==> src/rtl/core/text_console_writer_assert.svh <==
// Assertion helpers for the text console writer.
`ifndef TEXT_CONSOLE_WRITER_ASSERT_SVH
`define TEXT_CONSOLE_WRITER_ASSERT_SVH

// same-cycle implication
`define TCW_ASSERT_NOW(lbl, ante, cons, msg) \
  lbl: assert property (@(posedge clk) disable iff (!rst_n) (ante) |-> (cons)) else $error(msg);

// next-cycle implication
`define TCW_ASSERT_NEXT(lbl, ante, cons, msg) \
  lbl: assert property (@(posedge clk) disable iff (!rst_n) (ante) |=> (cons)) else $error(msg);

`endif

==> src/rtl/core/tcw_pkg.sv <==
`default_nettype none
package tcw_pkg;

  localparam int COLUMNS_DEF    = 80;
  localparam int ROWS_DEF       = 25;
  localparam int TAB_SPACES_DEF = 4;

  localparam int CURSOR_POS_W = 11;
  localparam int CFG_IDX_W    = 1;
  localparam int CFG_DATA_W   = 8;

  localparam logic [7:0] SPACE_CODE   = 8'h20;
  localparam logic [7:0] PRINT_LAST   = 8'h7F;
  localparam logic [7:0] NEWLINE_CODE = 8'h0A;
  localparam logic [7:0] TAB_CODE     = 8'h09;

  localparam logic [3:0] TEXT_COLOR_RESET  = 4'h7;
  localparam logic [7:0] BLANK_COLOR_RESET = 8'h07;

  localparam logic [CFG_IDX_W-1:0] REG_TEXT_COLOR  = 1'b0;
  localparam logic [CFG_IDX_W-1:0] REG_BLANK_COLOR = 1'b1;

  localparam logic [1:0] ACT_PUT   = 2'd0;
  localparam logic [1:0] ACT_READ  = 2'd1;
  localparam logic [1:0] ACT_CLEAR = 2'd2;

  localparam logic [1:0] SWP_FILL_ALL  = 2'd0;
  localparam logic [1:0] SWP_COPY_UP   = 2'd1;
  localparam logic [1:0] SWP_FILL_LAST = 2'd2;

  typedef struct packed {
    logic [1:0] action;
    logic [7:0] char_code;
    logic [4:0] read_row;
    logic [6:0] read_column;
  } in_word_t;

  typedef struct packed {
    logic [CURSOR_POS_W-1:0] cursor_position;
    logic [7:0]              cell_char;
    logic [7:0]              cell_color;
  } out_word_t;

  typedef struct packed {
    logic [7:0] color;
    logic [7:0] char_code;
  } cell_t;

  typedef struct packed {
    logic       go;
    logic [1:0] mode;
  } sweep_ctl_t;

  typedef struct packed {
    logic busy;
    logic done;
  } sweep_sts_t;

endpackage
`default_nettype wire

==> src/rtl/core/tcw_sweep.sv <==
`default_nettype none
module tcw_sweep #(
  parameter int COLUMNS = 80,
  parameter int ROWS    = 25,
  parameter int AW      = 11
) (
  input  wire logic                clk,
  input  wire logic                rst_n,
  input  wire tcw_pkg::sweep_ctl_t ctl,
  output tcw_pkg::sweep_sts_t      sts,
  input  wire tcw_pkg::cell_t      blank_cell,
  input  wire tcw_pkg::cell_t      rd_data,
  output logic                     wr_en,
  output logic [AW-1:0]            wr_addr,
  output tcw_pkg::cell_t           wr_data,
  output logic                     rd_en,
  output logic [AW-1:0]            rd_addr
);
  import tcw_pkg::*;

  localparam logic [AW-1:0] LAST_ALL       = AW'(ROWS * COLUMNS - 1);
  localparam logic [AW-1:0] COPY_LAST      = AW'((ROWS - 1) * COLUMNS - 1);
  localparam logic [AW-1:0] LAST_ROW_FIRST = AW'((ROWS - 1) * COLUMNS);
  localparam logic [AW-1:0] ROW_STEP       = AW'(COLUMNS);

  logic          run_r, run_nxt;
  logic [1:0]    mode_r, mode_nxt;
  logic [AW-1:0] idx_r, idx_nxt;
  logic          pend_r, pend_nxt;
  logic [AW-1:0] pend_addr_r, pend_addr_nxt;
  logic          copying;
  logic          at_end;

  always_comb begin
    copying = run_r && (mode_r == SWP_COPY_UP);
    at_end  = (mode_r == SWP_COPY_UP) ? (idx_r == COPY_LAST) : (idx_r == LAST_ALL);

    wr_en   = 1'b0;
    wr_addr = idx_r;
    wr_data = blank_cell;
    if (pend_r) begin
      wr_en   = 1'b1;
      wr_addr = pend_addr_r;
      wr_data = rd_data;
    end else if (run_r && !copying) begin
      wr_en = 1'b1;
    end

    rd_en   = copying;
    rd_addr = idx_r + ROW_STEP;

    sts.busy = run_r || pend_r;
    sts.done = (run_r && !copying && at_end) || (pend_r && !run_r);

    run_nxt       = run_r && !at_end;
    mode_nxt      = mode_r;
    idx_nxt       = idx_r + AW'(1);
    pend_nxt      = copying;
    pend_addr_nxt = idx_r;
    if (ctl.go) begin
      run_nxt  = 1'b1;
      mode_nxt = ctl.mode;
      idx_nxt  = (ctl.mode == SWP_FILL_LAST) ? LAST_ROW_FIRST : '0;
    end
  end

  always_ff @(posedge clk) begin
    if (!rst_n) begin
      run_r  <= 1'b0;
      mode_r <= SWP_FILL_ALL;
      pend_r <= 1'b0;
    end else begin
      run_r  <= run_nxt;
      mode_r <= mode_nxt;
      pend_r <= pend_nxt;
    end
  end

  always_ff @(posedge clk) begin
    idx_r       <= idx_nxt;
    pend_addr_r <= pend_addr_nxt;
  end

endmodule
`default_nettype wire

==> config.mk <==
export PLATFORM = sky130hd
export DESIGN_NAME = tcw_sweep
export DESIGN_NICKNAME = d
export VERILOG_FILES = /design/src/rtl/core/text_console_writer_assert.svh /design/src/rtl/core/tcw_pkg.sv /design/src/rtl/core/tcw_sweep.sv
export SDC_FILE = /design/constraint.sdc
export NUM_CORES = 1
export LEC_CHECK = 0
export CORE_ASPECT_RATIO = 0.5
export CORE_MARGIN = 2
export CORE_UTILIZATION = 27
export DETAILED_ROUTE_END_ITERATION = 10
export DONT_BUFFER_PORTS = 1
export GPL_ROUTABILITY_DRIVEN = 0
export PLACE_DENSITY_LB_ADDON = 0.05
export SLEW_MARGIN = 5
export SYNTH_ARGS = -nofsm -noshare
export SYNTH_HDL_FRONTEND = slang
export SYNTH_SLANG_ARGS = --single-unit
==> constraint.sdc <==
create_clock -name clk -period 3.6 [get_ports clk]
set_input_delay 0.72 -clock clk [delete_from_list [all_inputs] [get_ports clk]]
set_output_delay 0.72 -clock clk [all_outputs]
set_load 0.01 [all_outputs]
Word level (Yosys, flattened, before mapping):

Cells that the tools add are included.

* bits in registers: 26
* input bits: 37
* output and inout port bits: 42
* word-level logic and storage cells: 29

* add/sub/neg operators: 2
* equality and inequality tests: 4
* multiplexer cells: 8
* reductions and logical operators: 10

Operators with widths (count)
* $mux W11: 3
* $eq A11 B11 Y1 const B: 2
* $mux W16: 1
* $add A11 B1 Y11 const B: 1
* $add A11 B7 Y11 const B: 1
* $logic_and A1 B1 Y1: 5
* $mux W1: 4
* $logic_not A1 Y1: 3
* $eq A2 B1 Y1 const B: 1
* $eq A2 B2 Y1 const B: 1
* $logic_or A1 B1 Y1: 2

Longest topological paths before layout:

* depth after elaboration: 6
* mapped depth: 4
* mapped depth without buffers: 4

Worst setup path after synthesis:

OpenSTA, ideal clock, no wires.

* path type: reg-to-output
* from: reg idx_r[0]
* to: out sts[0] in the netlist's numbering
* arrival time: 1.349 ns
* required time: 2.880 ns
* setup slack: 1.531 ns
* cell stages (with the launch flop): 4
* path buffers: 0
* cells stage by stage: dfxtp_1 -> ha_1 -> nand4_2 -> o41ai_1

RTL lines
* start, declared: line tcw_sweep.sv:28 `logic [AW-1:0] idx_r, idx_nxt;`
* start signal, assigned: line tcw_sweep.sv:80 `idx_r <= idx_nxt;`
* end, declared: line tcw_sweep.sv:10 `output tcw_pkg::sweep_sts_t sts,`

==> out/results.ini <==
[cts]
cts_buffers = 3
clk_pin_slew_ns = 0.09
cts.sinks = 26
post_cts_resized = 0
post-cts-setup-buffers = 0
htreeDepth = 1
cts_tree = yes
clockRootBuffer = clkbuf_8
clock_path_buffers = 2
cts-hold-fix-buffers = 0
clock_latency_ns = 0.27

[global_routing]
grt_usage = 0.110
gr-total-overflow = 0
antenna_found_initial = 0
grt_first_pass_wirelength_um = 4750
grt_max_degree = 21
grt_pass1_vias = 885

[pwr]
seq_power_share = 0.563
intPower_uw = 434
p_leak_nw = 0.529
ir_worst_vdd_v = 0.000118
switching_share = 0.255
powerDensity_nw_per_um2 = 401
p_clk_frac = 0.325
p_comb_frac = 0.113
switchingPower_uw = 149

[flow_run]
drv_cap = 0

[timing]
rsz0062_at_grt = false
slew_headroom = 0.444
fin_setup_tns_ns = 0
tightest_slew_ns = 0.823
max_freq_mhz = 352
period_needed_ns = 2.84
fin_crit_sh = 0.789
finClkSkew_ns = 0.00339
fin_ws_ns = 0.760
final_max_slew_viol_count = 0
hold_viol = 0
finalSetupViolCount = 0

[placement]
hpwlAfterDp_um = 2610
dpl_cell_area_um2 = 1400
port_buffers = 0
pre_cts_slack_ns = 1.03

[routing]
via_count = 979
postRouteAntennaNets = 0
detail_route.wirelength_um = 3440
viasPerCell = 4.85
drt_iter0_markers = 44
dr.pass1.iters = 4
wl_per_cell_um = 17.0
drcViolationCount = 0

[final_layout]
drive_gt1_frac = 0.265
final_nets = 172
diodes = 0
multiInputGateArea_um2 = 772
fill_cells = 513
seq_area_um2 = 520
final_area_um2 = 1450
syn_to_final_growth_pct = 4.59

[die]
start_util = 0.282
io_pins = 79
core_um2 = 4930
die_h_um = 54.7
die_area_um2 = 5770
rows = 18
die_w_um = 105

[synthesis]
synth_top_area_cell = dfxtp_1
synth_nets = 178
netlist_top_cells_count = dfxtp_1 (26), mux2_2 (26), nor2b_1 (8), o21ai_0 (8)
synth_flop_cell = dfxtp_1
synth_top_area_frac = 0.374
synthDistinctLibCells = 34
syn_avg_cell_area_um2 = 10.0
synthTopCellsByArea = dfxtp_1 (37%), mux2_2 (21%), xnor2_1 (3.8%)
yosys_register_bits = 26
synthCells = 139
ys.warnings.count = 0
synth.cell_area_um2 = 1390
async_flop_share = 0
synth_edf_count = 0
seq_area_frac_synth = 0.374

[critical_path]
crit_required_ns = 2.88
crit_path_start_kind = register
arrival_ns = 2.12
cp_max_fo = 7
cp-end-kind = primary output
worstSetupPathType = reg2out

[worst_hold_path]
hold_class = reg2reg

[status]
status = finished clean

==> placed cells by master (no fill, tap or decap), drive strengths merged <==
master,n
a21oi,3
and2,1
and3,1
buf,2
clkbuf,4
dfxtp,26
ha,2
inv,1
mux2,26
mux2i,2
nand2,4
nand2b,3
nand3,7
nand3b,1
nand4,5
nand4b,1
nor2,7
nor2b,8
nor3,1
o2111ai,1
o21ai,8
o22ai,1
o41ai,1
or2,1
or3,1
or3b,1
or4,3
or4b,1
xnor2,6
xor2,3
==> through the flow <==
stage           util  power (mW)  instances  hold WS (ns)
2_1_floorplan      -       0.396        139         0.332
3_3_place_gp   0.284       0.402        198         0.429
3_5_place_dp   0.284       0.402        198         0.420
4_1_cts        0.295       0.598        202         0.434
5_1_grt        0.295       0.613        202         0.448
6_report       0.295       0.583        202         0.427
==> per-layer routing <==
layer / up-vias / global-route usage / routed length (um) / share of wire
met5: - / 0 / 0 / 0
met4: 0 / 0.0267 / 8 / 0.0023
met3: 2 / 0.0405 / 285 / 0.083
met2: 56 / 0.186 / 1550 / 0.45
met1: 446 / 0.137 / 1600 / 0.47
li1: 475 / - / - / -
==> worst paths after layout <==
kind / cells after the start / startpoint / end / slack [ns]
min: 0 / idx_r[10] / pend_addr_r[10] / 0.43
max reg2reg: 4 / idx_r[0] / idx_r[8] / 1.92
min reg2reg: 0 / idx_r[10] / pend_addr_r[10] / 0.43
max: 3 / idx_r[0] / sts[0] / 0.76
==> registers in the layout, summed over array words and instances, names as in the netlist <==
name	flops
mode_r	2
pend_r	1
idx_r	11
pend_addr_r	11
run_r	1
==> area by class of cell <==
class,instances,share of cell area
Clock buffer,4,0.0379
Sequential cell,26,0.358
Inverter,1,0.00258
Timing Repair Buffer,2,0.0103
Tap cell,70,0.0602
Multi-Input combinational cell,99,0.531
==> kinds of logic after synthesis <==
group,Yosys count,synth area share
DFF,26,0.374
adders and majority gates,2,0.0180
buffers and inverters,14,0.0702
and+or+nand+nor,46,0.199
xor gates and xnor gates,9,0.0567
muxes,28,0.225
AOI/OAI and AO/OA,14,0.0567
==> power by group through the flow <==
stage | clock, mW | sequential, mW | combinational [mW]
2_1_floorplan | 0 | 0.322 | 0.0746
3_3_place_gp | 0 | 0.335 | 0.0670
3_5_place_dp | 0 | 0.335 | 0.0666
4_1_cts | 0.202 | 0.329 | 0.0669
5_1_grt | 0.209 | 0.333 | 0.0712
6_report | 0.189 | 0.328 | 0.0658
==> critical path, stage by stage, from the launching register on <==
cell	delay [ns]
dfxtp_1	0.51
ha_1	0.31
nand4_2	0.19
o41ai_1	0.83
No activity file was read; power rests on OpenSTA's default activity.
